[src/rtl/core/assert_macros.svh]
// ----------------------------------------------------------------------------
// Assertion macros
// Shared concurrent assertion wrappers, clocked on clk and held off in reset.
// ----------------------------------------------------------------------------
`ifndef ASSERT_MACROS_SVH
`define ASSERT_MACROS_SVH

// Check a property at every rising clock edge outside reset.
`define ASSERT_ALWAYS(label, prop, msg) \
  label: assert property (@(posedge clk) disable iff (!rst_n) (prop)) else $error(msg);

// Check that a condition implies a consequence in the same cycle.
`define ASSERT_IMPLIES(label, ante, cons, msg) \
  label: assert property (@(posedge clk) disable iff (!rst_n) (ante) |-> (cons)) \
    else $error(msg);

// Check that a condition implies a consequence in the next cycle.
`define ASSERT_NEXT(label, ante, cons, msg) \
  label: assert property (@(posedge clk) disable iff (!rst_n) (ante) |=> (cons)) \
    else $error(msg);

`endif

[src/rtl/core/crt_pkg.sv]
// ----------------------------------------------------------------------------
// crt_pkg
// Shared constants, function codes and controller/datapath handshake types.
// ----------------------------------------------------------------------------
package crt_pkg;

  // Default sizing
  localparam int NUM_STAGES        = 7;
  localparam int ENTRIES_PER_STAGE = 64;
  localparam int VALUE_WIDTH       = 32;

  // Fixed field widths
  localparam int FUNC_W  = 2;
  localparam int STAGE_W = 3;
  localparam int INDEX_W = 6;
  localparam int CFG_W   = 3;

  localparam logic [CFG_W-1:0] CFG_RESET = 3'd7;

  // Function codes of an input item
  typedef enum logic [FUNC_W-1:0] {
    FUNC_LOAD      = 2'd0,
    FUNC_TRANSLATE = 2'd1,
    FUNC_CLEAR     = 2'd2
  } func_t;

  // Commands from controller to datapath
  typedef struct packed {
    logic in_ready;
    logic sweep_wr;
    logic load_wr;
    logic rd_en;
    logic hit_take;
    logic out_load;
  } cmd_t;

  // Status from datapath to controller
  typedef struct packed {
    logic              in_valid;
    logic              hit;
    logic              out_free;
    logic [FUNC_W-1:0] func;
    logic [CFG_W-1:0]  stages_eff;
  } status_t;

endpackage

[src/rtl/core/crt_ctrl.sv]
// ----------------------------------------------------------------------------
// crt_ctrl
// Sequencer: clearing sweep, item dispatch, stage-by-stage entry scan, result.
// ----------------------------------------------------------------------------
module crt_ctrl #(
  parameter int  NUM_STAGES        = crt_pkg::NUM_STAGES,
  parameter int  ENTRIES_PER_STAGE = crt_pkg::ENTRIES_PER_STAGE,
  localparam int TOTAL             = NUM_STAGES * ENTRIES_PER_STAGE,
  localparam int AW                = (TOTAL > 1) ? $clog2(TOTAL) : 1,
  localparam int SLW               = (ENTRIES_PER_STAGE > 1) ? $clog2(ENTRIES_PER_STAGE) : 1
) (
  input  logic             clk,
  input  logic             rst_n,
  input  crt_pkg::status_t status,
  output crt_pkg::cmd_t    cmd,
  output logic [AW-1:0]    addr
);

  localparam int CW = crt_pkg::CFG_W;

  typedef enum logic [2:0] {
    ST_SWEEP,
    ST_IDLE,
    ST_EXEC,
    ST_SCAN,
    ST_FINISH
  } state_t;

  state_t        state_r, state_nxt;
  logic [AW-1:0] addr_r, addr_nxt;
  logic [AW-1:0] base_r, base_nxt;
  logic [SLW-1:0] slot_r, slot_nxt;
  logic [CW-1:0] stage_r, stage_nxt;
  logic          issuing_r, issuing_nxt;
  logic          inflight_r, inflight_nxt;
  logic          last_r, last_nxt;
  logic          skip_r, skip_nxt;

  logic          checked;
  logic          stage_done;
  logic          final_stage;
  logic          slot_last;

  // A read that came back and was not killed by an earlier hit
  assign checked     = (state_r == ST_SCAN) && inflight_r && !skip_r;
  assign stage_done  = checked && (status.hit || last_r);
  assign final_stage = (({1'b0, stage_r} + (CW+1)'(1)) >= {1'b0, status.stages_eff});
  assign slot_last   = (slot_r == SLW'(ENTRIES_PER_STAGE - 1));

  // Commands
  always_comb begin
    cmd          = '0;
    cmd.in_ready = (state_r == ST_IDLE);
    cmd.sweep_wr = (state_r == ST_SWEEP);
    cmd.load_wr  = (state_r == ST_EXEC) && (status.func == crt_pkg::FUNC_LOAD);
    cmd.rd_en    = (state_r == ST_SCAN) && issuing_r;
    cmd.hit_take = checked && status.hit;
    cmd.out_load = (state_r == ST_FINISH) && status.out_free;
  end

  assign addr = addr_r;

  // Next state
  always_comb begin
    state_nxt    = state_r;
    addr_nxt     = addr_r;
    base_nxt     = base_r;
    slot_nxt     = slot_r;
    stage_nxt    = stage_r;
    issuing_nxt  = issuing_r;
    inflight_nxt = 1'b0;
    last_nxt     = 1'b0;
    skip_nxt     = 1'b0;
    case (state_r)
      ST_SWEEP: begin
        if (addr_r == AW'(TOTAL - 1)) begin
          state_nxt = ST_IDLE;
        end else begin
          addr_nxt = addr_r + AW'(1);
        end
      end
      ST_IDLE: begin
        if (status.in_valid) begin
          state_nxt = ST_EXEC;
        end
      end
      ST_EXEC: begin
        state_nxt = ST_FINISH;
        if (status.func == crt_pkg::FUNC_TRANSLATE && status.stages_eff != '0) begin
          state_nxt   = ST_SCAN;
          addr_nxt    = '0;
          base_nxt    = '0;
          slot_nxt    = '0;
          stage_nxt   = '0;
          issuing_nxt = 1'b1;
        end
      end
      ST_SCAN: begin
        inflight_nxt = cmd.rd_en;
        last_nxt     = cmd.rd_en && slot_last;
        // Drop the read issued alongside a hit
        skip_nxt     = cmd.rd_en && cmd.hit_take;
        if (stage_done) begin
          if (final_stage) begin
            state_nxt   = ST_FINISH;
            issuing_nxt = 1'b0;
          end else begin
            stage_nxt   = stage_r + CW'(1);
            base_nxt    = base_r + AW'(ENTRIES_PER_STAGE);
            addr_nxt    = base_r + AW'(ENTRIES_PER_STAGE);
            slot_nxt    = '0;
            issuing_nxt = 1'b1;
          end
        end else if (cmd.rd_en) begin
          addr_nxt = addr_r + AW'(1);
          slot_nxt = slot_r + SLW'(1);
          if (slot_last) begin
            issuing_nxt = 1'b0;
          end
        end
      end
      ST_FINISH: begin
        if (status.out_free) begin
          state_nxt = ST_IDLE;
        end
      end
      default: begin
        state_nxt = ST_IDLE;
      end
    endcase
  end

  // State and counters
  always_ff @(posedge clk) begin
    if (!rst_n) begin
      state_r    <= ST_SWEEP;
      addr_r     <= '0;
      base_r     <= '0;
      slot_r     <= '0;
      stage_r    <= '0;
      issuing_r  <= 1'b0;
      inflight_r <= 1'b0;
      last_r     <= 1'b0;
      skip_r     <= 1'b0;
    end else begin
      state_r    <= state_nxt;
      addr_r     <= addr_nxt;
      base_r     <= base_nxt;
      slot_r     <= slot_nxt;
      stage_r    <= stage_nxt;
      issuing_r  <= issuing_nxt;
      inflight_r <= inflight_nxt;
      last_r     <= last_nxt;
      skip_r     <= skip_nxt;
    end
  end

endmodule

[config.mk]
export PLATFORM = sky130hd
export DESIGN_NAME = crt_ctrl
export DESIGN_NICKNAME = d
export VERILOG_FILES = /design/src/rtl/core/assert_macros.svh /design/src/rtl/core/crt_pkg.sv /design/src/rtl/core/crt_ctrl.sv
export SDC_FILE = /design/constraint.sdc
export NUM_CORES = 1
export LEC_CHECK = 0
export BUFFER_PORTS_ARGS = -buffer_cell sky130_fd_sc_hd__buf_2
export CAP_MARGIN = 20
export CORE_MARGIN = 2
export CORE_UTILIZATION = 61
export CTS_BUF_LIST = sky130_fd_sc_hd__clkbuf_8 sky130_fd_sc_hd__clkbuf_16
export DETAILED_ROUTE_END_ITERATION = 6
export GPL_ROUTABILITY_DRIVEN = 0
export MAX_ROUTING_LAYER = met4
export PLACE_DENSITY_LB_ADDON = 0.3
export RECOVER_POWER = 100
export SYNTH_ARGS = -nofsm -noshare
export SYNTH_HDL_FRONTEND = slang
export SYNTH_SLANG_ARGS = --single-unit
[constraint.sdc]
create_clock -name clk -period 3.02 [get_ports clk]
set_input_delay 0.302 -clock clk [delete_from_list [all_inputs] [get_ports clk]]
set_output_delay 0.302 -clock clk [all_outputs]
set_load 0.005 [all_outputs]
==> results.md, run 1 <==
- Initial antenna violation count: 0
- Final worst slack: 0.601 ns
- Leak: 0.822 nW
- Max cap viols: 0
- FFs w/ async S/R, synth: 0%
- Area after DPL: 0.00193 mm^2
- Clock Skews: 0.00250 ns
- Area contributors post-synth: dfxtp_1 (31%), nand2_1 (5.0%), ha_1 (4.9%)
- Total wire length: 4530 um
- Relative slew slack: 64.9%
- Hpwl dp: 3300 um
- Reg-to-reg endpoint: slot_r[3]$_SDFFE_PN0P_
- Drt wl/cell: 17.5 um
- Hold_buf cts: 0
- Final #Nets: 246
- Setup bufs post-CTS: 0
- Share of cells above drive strength 1: 16.2%
- Hold_ws: 0.414 ns
- Vias in the first global route: 1693
- Synth cell types: 61
- Min-delay src: status[5]
- Synth top area share: 31.1%
- Dpl cells: 255
- DRC: 0
- Worst slew pin tran: 0.526 ns
- Final core area utilization: 71.4%
- Max Slew Vio Count: 0
- Clock latency on the worst-skew pair: 0.28 ns
- Status: finished, final reports clean
- Power Density: 364 mW/mm^2
- Post-synth EDFFs: 0
- CTS Buf Count: 3
- CTS Buffer Depth: 2
- Cell area after synthesis: 0.00180 mm^2
- Syn_nets: 223
- CTS tree: yes
- Worst Path Max Fanout: 8
- Setup WS pre-CTS: 0.707 ns
- Maximum clock rate: 413 MHz
- Syn_area_per_cell: 8.75 um^2
- Net Sw Power: 0.155 mW
- Largest area contributor in the netlist: dfxtp_1
- Synth top cells by count: dfxtp_1 (28), nand2_1 (24), o21ai_0 (12)
- Arr. time, crit path: 2.60 ns
- Core area: 0.00278 mm^2
- R2R depth: 7
- Layout area overhead: 10.2%
- Post-Synthesis Cells: 206
- Die Area: 0.00341 mm^2
- Most frequent cell after synthesis: dfxtp_1
- GRT overflow: 0
- Internal power: 0.568 mW
- Start point of the critical path: stage_r[0]$_SDFFE_PN0P_
- Synth Warn #: 0
- Hold EP: state_r[2]$_SDFFE_PN0P_
- Die Wd: 58.4 um
- Ant. Diodes: 0
- Initial Util: 64.8%
- Global Route Usage Sum: 30.1%
- Post-synthesis sequential area ratio: 31.1%
- Via count: 1736
- # port buffers: 24
- Top FF cell, synth: dfxtp_1
- Number of failing hold endpoints at the final stage: 0
- Drt pass-1 iters: 4
- Hold WC Path Type: in -> reg
- Clk pwr share: 41.2%
- Post-route ant nets: 0
- Final Cell Area: 0.00199 mm^2
- # rows: 19
- Post-Layout Cell Count: 259
- Fill cells: 239
- # resized after CTS: 0
- Reg2reg setup slack: 0.60 ns
- Unrepaired setup endpoints after global routing: false
- TNS Setup: 0 ns
- Kind of critical path: reg -> reg
- Reg clk slew, reported paths: 0.10 ns
- Peak supply drop: 0.000309 V
- Flop pwr share: 52.3%
- Global-route wire length before repair: 7760 um
- Pwr Total: 0.723 mW
- Fin crit period: 2.42 ns
- Switching portion of total power: 21.4%
- Clock sinks: 28
- Type of origin of the critical path: register
- IO Pins: 25
- Routed vias/inst: 6.70
- Critical Path Sink Type: register
- Combinational power share: 6.5%
- R2R Path Start: stage_r[0]$_SDFFE_PN0P_
- Hold path depth: 5
- WP data required: 3.20 ns
- H-tree depth: 1
- Iteration-0 DRC Markers: 82
- Setup-failing EPs final: 0
- Root Driver: clkbuf_8
- Seq cells post-synth: 28
- Largest net degree at the start of global routing: 22
- Final period util: 80.1%
- Die Ht: 58.4 um
[sequential cells by signal (all words and copies together), names as in the netlist]
signal / cells
addr: 9
state_r: 3
skip_r: 1
stage_r: 3
base_r: 3
inflight_r: 1
last_r: 1
issuing_r: 1
slot_r: 6
[how the worst max path moves through the flow]
| stage | to | cells after the start |
|---|---|---|
| 2_1_floorplan | slot_r[3]$_SDFFE_PN0P_ | 7 |
| 3_3_place_gp | slot_r[3]$_SDFFE_PN0P_ | 7 |
| 3_5_place_dp | addr[6]$_SDFFE_PN0P_ | 7 |
| 4_1_cts | addr[8]$_SDFFE_PN0P_ | 7 |
| 5_1_grt | addr[6]$_SDFFE_PN0P_ | 7 |
| 6_report | slot_r[3]$_SDFFE_PN0P_ | 7 |
[power groups by stage]
| stage | combinational (mW) | clock (mW) | sequential [mW] |
|---|---|---|---|
| final | 0.0467 | 0.298 | 0.378 |
| after global routing | 0.0515 | 0.315 | 0.379 |
| after CTS | 0.0471 | 0.300 | 0.378 |
| after detailed placement | 0.0467 | 0 | 0.386 |
| after global placement | 0.0449 | 0 | 0.385 |
| after floorplan | 0.0281 | 0 | 0.385 |
[metal layers]
metal	share of wire, %	global-route usage, %	vias to the layer above
met5	0	-	-
met4	3.0	13.6	0
met2	49	49.4	83
met1	40	35.7	809
li1	-	-	823
met3	7.8	5.49	21
[area by class of cell]
type / instances / area (um^2) / area share, %
Multi-Input combinational cell: 164 / 1170 / 59.1
Sequential cell: 28 / 561 / 28.2
Clock buffer: 3 / 41.3 / 2.08
Timing Repair Buffer: 25 / 116 / 5.86
Inverter: 7 / 26.3 / 1.32
Clock inverter: 1 / 30.0 / 1.51
Tap cell: 31 / 38.8 / 1.95
[critical path, cell delays in order (launching register included)]
cell and delay, ns:
dfxtp_1 0.36, ha_1 0.33, ha_1 0.23, nor3b_2 0.24
o21a_1 0.32, o2111a_1 0.42, o31ai_1 0.13, a32o_1 0.28
[logic make-up after synthesis]
group,share of synthesized area [%]
xor+xnor,1.94
buf+inv,3.61
simple gates,30.7
fa+ha+maj,4.86
flops,31.1
compound gates,25.0
mux,2.85
[cells in the final DEF, fill, tap and decap left out, types with 6 or more instances in the layout]
master / instances
a31oi_1: 9
and3_1: 6
buf_2: 18
clkbuf_1: 7
dfxtp_1: 28
ha_1: 7
inv_1: 6
nand2_1: 24
nand2b_1: 6
nand3_1: 9
nor2_1: 10
o21ai_0: 12
No activity file was read; power rests on OpenSTA's default activity.
==> inputs of run 2 (changes only) <==
--- a/config.mk
+++ b/config.mk
@@ -8,7 +8,7 @@
 export BUFFER_PORTS_ARGS = -buffer_cell sky130_fd_sc_hd__buf_2
 export CAP_MARGIN = 20
 export CORE_MARGIN = 2
-export CORE_UTILIZATION = 61
+export CORE_UTILIZATION = 51
 export CTS_BUF_LIST = sky130_fd_sc_hd__clkbuf_8 sky130_fd_sc_hd__clkbuf_16
 export DETAILED_ROUTE_END_ITERATION = 6
 export GPL_ROUTABILITY_DRIVEN = 0
==> constraint.sdc (replaced) <==
create_clock -name clk -period 1.95 [get_ports clk]
set_input_delay 0.195 -clock clk [delete_from_list [all_inputs] [get_ports clk]]
set_output_delay 0.195 -clock clk [all_outputs]
set_load 0.005 [all_outputs]
==> run 2 against run 1 <==
The flow now finishes with violations (setup timing); sequential power increased by 54%; setup slack lost 0.71 ns; total power rose by 45%; first-iteration DRC count down 15%; sequential cell count unchanged; combinational power increased by 110%; non-clock buffer count rose by 29; clock power increased by 24%; register-to-register slack got worse by 0.71 ns; core utilization is 4.0 points lower; fmax increased by 18%; final area grew 14%; critical path type unchanged.
==> results.md, run 2 (same netlist as run 1, synthesis figures left out) <==
- Peak supply drop: 0.000424 V (+37%)
- Clock Skews: 0.00382 ns (+0.00132 ns)
- Worst slew pin tran: 0.477 ns (-0.0495 ns)
- Routed vias/inst: 5.85 (-13%)
- CP max-delay cell: dfxtp_2
- Fin crit period: 2.05 ns (-0.364 ns)
- Cell-by-cell listing of the critical path: buf_4 -> ha_1 -> nor3b_2 -> buf_4 -> o21a_4 -> o2111a_2 -> o31ai_2 -> a32o_1
- Number of failing hold endpoints at the final stage: 0 (unchanged)
- Worst Path Max Fanout: 7 (-1)
- Type of origin of the critical path: register
- Ant. Diodes: 0 (unchanged)
- GRT overflow: 0 (unchanged)
- Grt met2 use: 38.3% (-11 points)
- Global-route wire length before repair: 7360 um (-5.1%)
- Flop pwr share: 55.4% (+3.1 points)
- Net Sw Power: 0.244 mW (+58%)
- Combinational power share: 9.4% (+2.9 points)
- Die Area: 0.00403 mm^2 (+18%)
- # rows: 21 (+2)
- Core area: 0.00336 mm^2 (+21%)
- WP data required: 2.13 ns (-1.07 ns)
- Arr. time, crit path: 2.23 ns (-0.37 ns)
- Fill cells: 298 (+25%)
- Failing checks: setup timing
- # port buffers: 24 (unchanged)
- Initial antenna violation count: 0 (unchanged)
- Total wire length: 4390 um (-3.1%)
- CTS tree: yes
- Maximum clock rate: 487 MHz (+18%)
- Final worst slack: -0.105 ns (-0.706 ns)
- Max FFs per register: 9 (unchanged)
- Grt met3 use: 2.86% (-2.6 points)
- Critical Path Sink Type: register
- Hold_ws: 0.328 ns (-0.0853 ns)
- Global Route Usage Sum: 23.2% (-6.9 points)
- Die Ht: 63.5 um (+8.7%)
- Leak: 0.964 nW (+17%)
- Relative slew slack: 68.2% (+3.3 points)
- Kind of critical path: reg -> reg
- Commonest cells after routing, fill and taps aside: dfxtp_1 (26), buf_4 (26), nand2_1 (24), buf_2 (20)
- Via count: 1773 (+2.1%)
- CTS Buf Count: 3 (unchanged)
- Final period util: 105% (+25 points)
- Post-Layout Cell Count: 303 (+17%)
- Clock sinks: 28 (unchanged)
- Multi-input logic area: 0.00124 mm^2 (+5.6%)
- Final Cell Area: 0.00227 mm^2 (+14%)
- Hpwl dp: 3340 um (+1.2%)
- Switching portion of total power: 23.3% (+1.9 points)
- Final #Nets: 275 (+12%)
- Max Slew Vio Count: 0 (unchanged)
- DRC: 0 (unchanged)
- Power Density: 462 mW/mm^2 (+27%)
- CTS Buffer Depth: 2 (unchanged)
- Sequential cell area: 563 um^2 (+0.45%)
- Root Driver: clkbuf_8
- Vias in the first global route: 1702 (+0.53%)
- Initial Util: 53.6% (-11 points)
- Dpl cells: 297 (+16%)
- Internal power: 0.804 mW (+42%)
- Clk pwr share: 35.2% (-6.0 points)
- Unrepaired setup endpoints after global routing: true
- Largest net degree at the start of global routing: 21 (-4.5%)
- Delay-heaviest family, CP: compound AO/OA/AOI/OAI gates
- H-tree depth: 1 (unchanged)
- Crit path top cell by count: buf_4
- Status: finished with violations
- Area after DPL: 0.00217 mm^2 (+13%)
- Max cap viols: 0 (unchanged)
- Setup-failing EPs final: 15 (+15)
- M1 GR Usage: 28.2% (-7.5 points)
- Drt wl/cell: 14.5 um (-17%)
- Post-route ant nets: 0 (unchanged)
- Drt pass-1 iters: 4 (unchanged)
- CP Buf/Inv Count: 2 (+2)
- Slowest Stage Delay on Critical Path: 0.34 ns (-0.08 ns)
- Share of cells above drive strength 1: 30.4% (+14 points)
- Global routing's busiest layer: met2
- Layout area overhead: 25.7%
- Die Wd: 63.5 um (+8.7%)
- Clock latency on the worst-skew pair: 0.28 ns (about the same)
- Reg clk slew, reported paths: 0.10 ns (about the same)
- IO Pins: 25 (unchanged)
- Hold WC Path Type: in -> reg
- Iteration-0 DRC Markers: 70 (-15%)
-- run 2: cell count changes in the layout (fill, tap and decap cells not counted), sizes merged --
cell,change
buf,+28
clkbuf,+2
bufinv,-1
-- run 2: metrics by stage --
stage	power (mW)	setup TNS [ns]	worst slack (ns)	util, %
2_1_floorplan	0.640	0	0.0152	-
3_3_place_gp	0.685	-0.600	-0.106	64.7
3_5_place_dp	0.688	-0.761	-0.108	64.7
4_1_cts	1.05	-0.386	-0.0724	67.7
5_1_grt	1.09	-2.13	-0.169	67.4
6_report	1.05	-0.585	-0.105	67.4
-- run 2: worst min-delay path, cell delays in order --
cell,delay [ns]
buf_2,0.08
nand3b_1,0.10
o21ai_0,0.09
nand2_1,0.07
a21oi_1,0.04
-- run 2: repair_timing --
item | in CTS | in global routing
hold buffers | 0 | 0
pin swaps | 9 | 3
hold endpoints to repair | 0 | 0
cloned | 0 | 0
resized for setup | 9 | 4
setup endpoints to repair | 14 | 20
buffers inserted | 3 | 0
-- run 2: layout make-up --
class                      count  share of cell area, %
clock buffer                   4                   2.43
timing repair buffer          54                   14.3
multi-input combinational    164                   54.7
sequential                    28                   24.8
inverter                       7                   1.16
tap                           46                   2.54
-- run 2: worst paths after layout --
check / from / endpoint / slack, ns / cells after the start
worst max-delay path: stage_r[0]$_SDFFE_PN0P_ / slot_r[3]$_SDFFE_PN0P_ / -0.10 / 8
worst min-delay path: status[5] / state_r[2]$_SDFFE_PN0P_ / 0.33 / 5
worst max register to register: stage_r[0]$_SDFFE_PN0P_ / slot_r[3]$_SDFFE_PN0P_ / -0.10 / 8
worst min register to register: base_r[7]$_SDFFE_PN0P_ / base_r[7]$_SDFFE_PN0P_ / 0.47 / 2
-- run 2: layer usage --
metal	vias to the layer above	share of wire, %
li1	879	-
met1	828	45
met2	55	47
met3	11	5.0
met4	0	2.7
met5	-	0
-- run 2: power groups by stage --
stage / combinational, mW / sequential (mW) / clock (mW)
detailed placement: 0.0934 / 0.594 / 0
global placement: 0.0910 / 0.594 / 0
floorplan: 0.0440 / 0.596 / 0
CTS: 0.0992 / 0.581 / 0.373
global route: 0.107 / 0.582 / 0.398
finish: 0.0983 / 0.581 / 0.369
==> inputs of run 3 (changes only) <==
--- a/config.mk
+++ b/config.mk
@@ -8,7 +8,7 @@
 export BUFFER_PORTS_ARGS = -buffer_cell sky130_fd_sc_hd__buf_2
 export CAP_MARGIN = 20
 export CORE_MARGIN = 2
-export CORE_UTILIZATION = 51
+export CORE_UTILIZATION = 30
 export CTS_BUF_LIST = sky130_fd_sc_hd__clkbuf_8 sky130_fd_sc_hd__clkbuf_16
 export DETAILED_ROUTE_END_ITERATION = 6
 export GPL_ROUTABILITY_DRIVEN = 0
==> run 3 against run 2 <==
Setup slack better by 0.045 ns; global-route usage is 8.0 points lower; sequential share of layout area is 0.19 points lower; critical path depth did not move; the flow still finishes with violations (setup timing); core utilization down 28 points.
==> results.md, run 3 (same netlist as run 1, synthesis figures left out) <==
- Vias in the first global route: 1612 (-5.3%)
- Type of origin of the critical path: register
- Setup-failing EPs final: 5 (-10)
- Number of failing hold endpoints at the final stage: 0 (unchanged)
- Total wire length: 4600 um (+4.9%)
- Power Density: 455 mW/mm^2 (-1.6%)
- Kind of critical path: reg -> reg
- Multi-input logic area: 0.00124 mm^2 (+0.20%)
- Maximum clock rate: 498 MHz (+2.3%)
- Initial Util: 30.8% (-23 points)
- H-tree depth: 1 (unchanged)
- Final Cell Area: 0.00228 mm^2 (+0.77%)
- Clock Skews: 0.00568 ns (+0.00187 ns)
- Worst Path Max Fanout: 6 (-1)
- DRC: 0 (unchanged)
- R2R Path Start: stage_r[1]$_SDFFE_PN0P_
- Core area: 0.00585 mm^2 (+74%)
- Routed vias/inst: 5.14 (-12%)
- Global Route Usage Sum: 15.2% (-8.0 points)
- CP Buf/Inv Count: 0 (-2)
- Final worst slack: -0.0596 ns (+0.0453 ns)
- Sequential cell area: 563 um^2 (unchanged)
- Min-delay src: status[5]
- CP max-delay cell: dfxtp_2
- Hold WC Path Type: in -> reg
- Peak supply drop: 0.000379 V (-11%)
- Drt pass-1 iters: 4 (unchanged)
- Fill cells: 598 (+100%)
- Die Wd: 81.5 um (+28%)
- Arr. time, crit path: 2.18 ns (-0.05 ns)
- Clock latency on the worst-skew pair: 0.27 ns (about the same)
- Relative slew slack: 66.0% (-2.1 points)
- Reg-to-reg endpoint: slot_r[1]$_SDFFE_PN0P_
- Pwr Total: 1.04 mW (-0.84%)
- Status: finished with violations
- Reg2reg setup slack: -0.06 ns (+0.05 ns)
- Cell-by-cell listing of the critical path: ha_4 -> xor2_1 -> ha_1 -> o21ai_2 -> o21a_2 -> o2111a_2 -> and3_4 -> o21a_1
- Area after DPL: 0.00220 mm^2 (+1.3%)
- CTS Buf Count: 3 (unchanged)
- Hold_buf cts: 0 (unchanged)
- Global-route wire length before repair: 7760 um (+5.4%)
- Initial antenna violation count: 0 (unchanged)
- Delay-heaviest family, CP: compound AO/OA/AOI/OAI gates
- Reg clk slew, reported paths: 0.10 ns (about the same)
- IO Pins: 25 (unchanged)
- Worst slew pin tran: 0.509 ns (+0.0319 ns)
- CTS Buffer Depth: 2 (unchanged)
- R2R depth: 8 (unchanged)
- Max cap viols: 0 (unchanged)
- CTS tree: yes
- Most common cell after layout, fill and taps aside: dfxtp_1
- Critical Path Sink Type: register
- Die Ht: 81.5 um (+28%)
- Hold EP: state_r[2]$_SDFFE_PN0P_
- Slowest Stage Delay on Critical Path: 0.35 ns (about the same)
- Ant. Diodes: 0 (unchanged)
- # rows: 28 (+33%)
- Die Area: 0.00665 mm^2 (+65%)
- # port buffers: 24 (unchanged)
- Final #Nets: 272 (-1.1%)
- Iteration-0 DRC Markers: 87 (+24%)
- Hpwl dp: 3620 um (+8.5%)
- Failing checks: setup timing
- Largest net degree at the start of global routing: 21 (unchanged)
- Root Driver: clkbuf_8
- Max Slew Vio Count: 0 (unchanged)
- Share of cells above drive strength 1: 29.9% (-0.43 points)
- Leak: 0.939 nW (-2.6%)
- Clock sinks: 28 (unchanged)
- Final period util: 103% (-2.3 points)
- Commonest cells after routing, fill and taps aside: dfxtp_1 (26), nand2_1 (24), buf_4 (22), buf_2 (18), clkbuf_1 (10)
- Max FFs per register: 9 (unchanged)
- WP data required: 2.12 ns (about the same)
- Post-route ant nets: 0 (unchanged)
- Fin crit period: 2.01 ns (-0.0453 ns)
- Via count: 1692 (-4.6%)
- GRT overflow: 0 (unchanged)
- Unrepaired setup endpoints after global routing: true
- TNS Setup: -0.0891 ns (+0.496 ns)
- Hold path depth: 5 (unchanged)
- Drt wl/cell: 14.0 um (-3.4%)
- Layout area overhead: 26.7%
-- run 3: layout make-up --
| class | count | area share, % |
|---|---|---|
| Clock buffer | 4 | 2.41 |
| Multi-Input combinational cell | 164 | 54.4 |
| Tap cell | 75 | 4.11 |
| Timing Repair Buffer | 51 | 13.3 |
| Sequential cell | 28 | 24.6 |
| Inverter | 7 | 1.15 |
-- run 3: power by group --
part           switching, mW  total, mW  leakage (nW)  internal, mW
Combinational         0.0538     0.0941         0.683        0.0402
Clock                  0.185      0.366        0.0288         0.181
Sequential           0.00271      0.579         0.227         0.577
Total                  0.241       1.04         0.939         0.798
-- run 3: layer usage --
| metal | GRT usage [%] | vias up | wire length [um] |
|---|---|---|---|
| met5 | - | - | 0 |
| met4 | 1.53 | 0 | 18 |
| met3 | 2.64 | 2 | 107 |
| met2 | 24.7 | 20 | 2090 |
| met1 | 20.6 | 795 | 2380 |
| li1 | - | 875 | - |
-- run 3: stage by stage --
step | util (%) | setup slack (ns) | instances | hold slack (ns)
after floorplan | - | 0.0152 | 206 | 0.419
after global placement | 37.7 | -0.0530 | 325 | 0.454
after detailed placement | 37.7 | -0.0791 | 325 | 0.456
after CTS | 38.9 | -0.0241 | 329 | 0.313
after global routing | 39.1 | -0.112 | 329 | 0.367
final | 39.1 | -0.0596 | 329 | 0.330
-- run 3: timing repair --
item                       4_1_cts  5_1_grt
buffers inserted                 0        0
resized for setup                7        9
setup endpoints to repair       12       22
pin swaps                        5        4
-- run 3: worst reg2reg max path, delay by kind of cell (launching register included) --
| family | cells | cell delay (ns) |
|---|---|---|
| compound gates | 4 | 0.79 |
| fa+ha+maj | 2 | 0.45 |
| flops | 1 | 0.35 |
| xor+xnor | 1 | 0.13 |
| simple gates | 1 | 0.19 |
-- run 3: worst max-delay path by stage --
stage / cells past startpoint / from / slack, ns / endpoint
2_1_floorplan: 8 / stage_r[0]$_SDFFE_PN0P_ / 0.02 / slot_r[1]$_SDFFE_PN0P_
3_5_place_dp: 8 / stage_r[1]$_SDFFE_PN0P_ / -0.08 / addr[7]$_SDFFE_PN0P_
4_1_cts: 8 / stage_r[1]$_SDFFE_PN0P_ / -0.02 / slot_r[1]$_SDFFE_PN0P_
3_3_place_gp: 8 / stage_r[1]$_SDFFE_PN0P_ / -0.05 / addr[2]$_SDFFE_PN0P_
5_1_grt: 9 / stage_r[1]$_SDFFE_PN0P_ / -0.11 / slot_r[1]$_SDFFE_PN0P_
6_report: 8 / stage_r[1]$_SDFFE_PN0P_ / -0.06 / slot_r[1]$_SDFFE_PN0P_
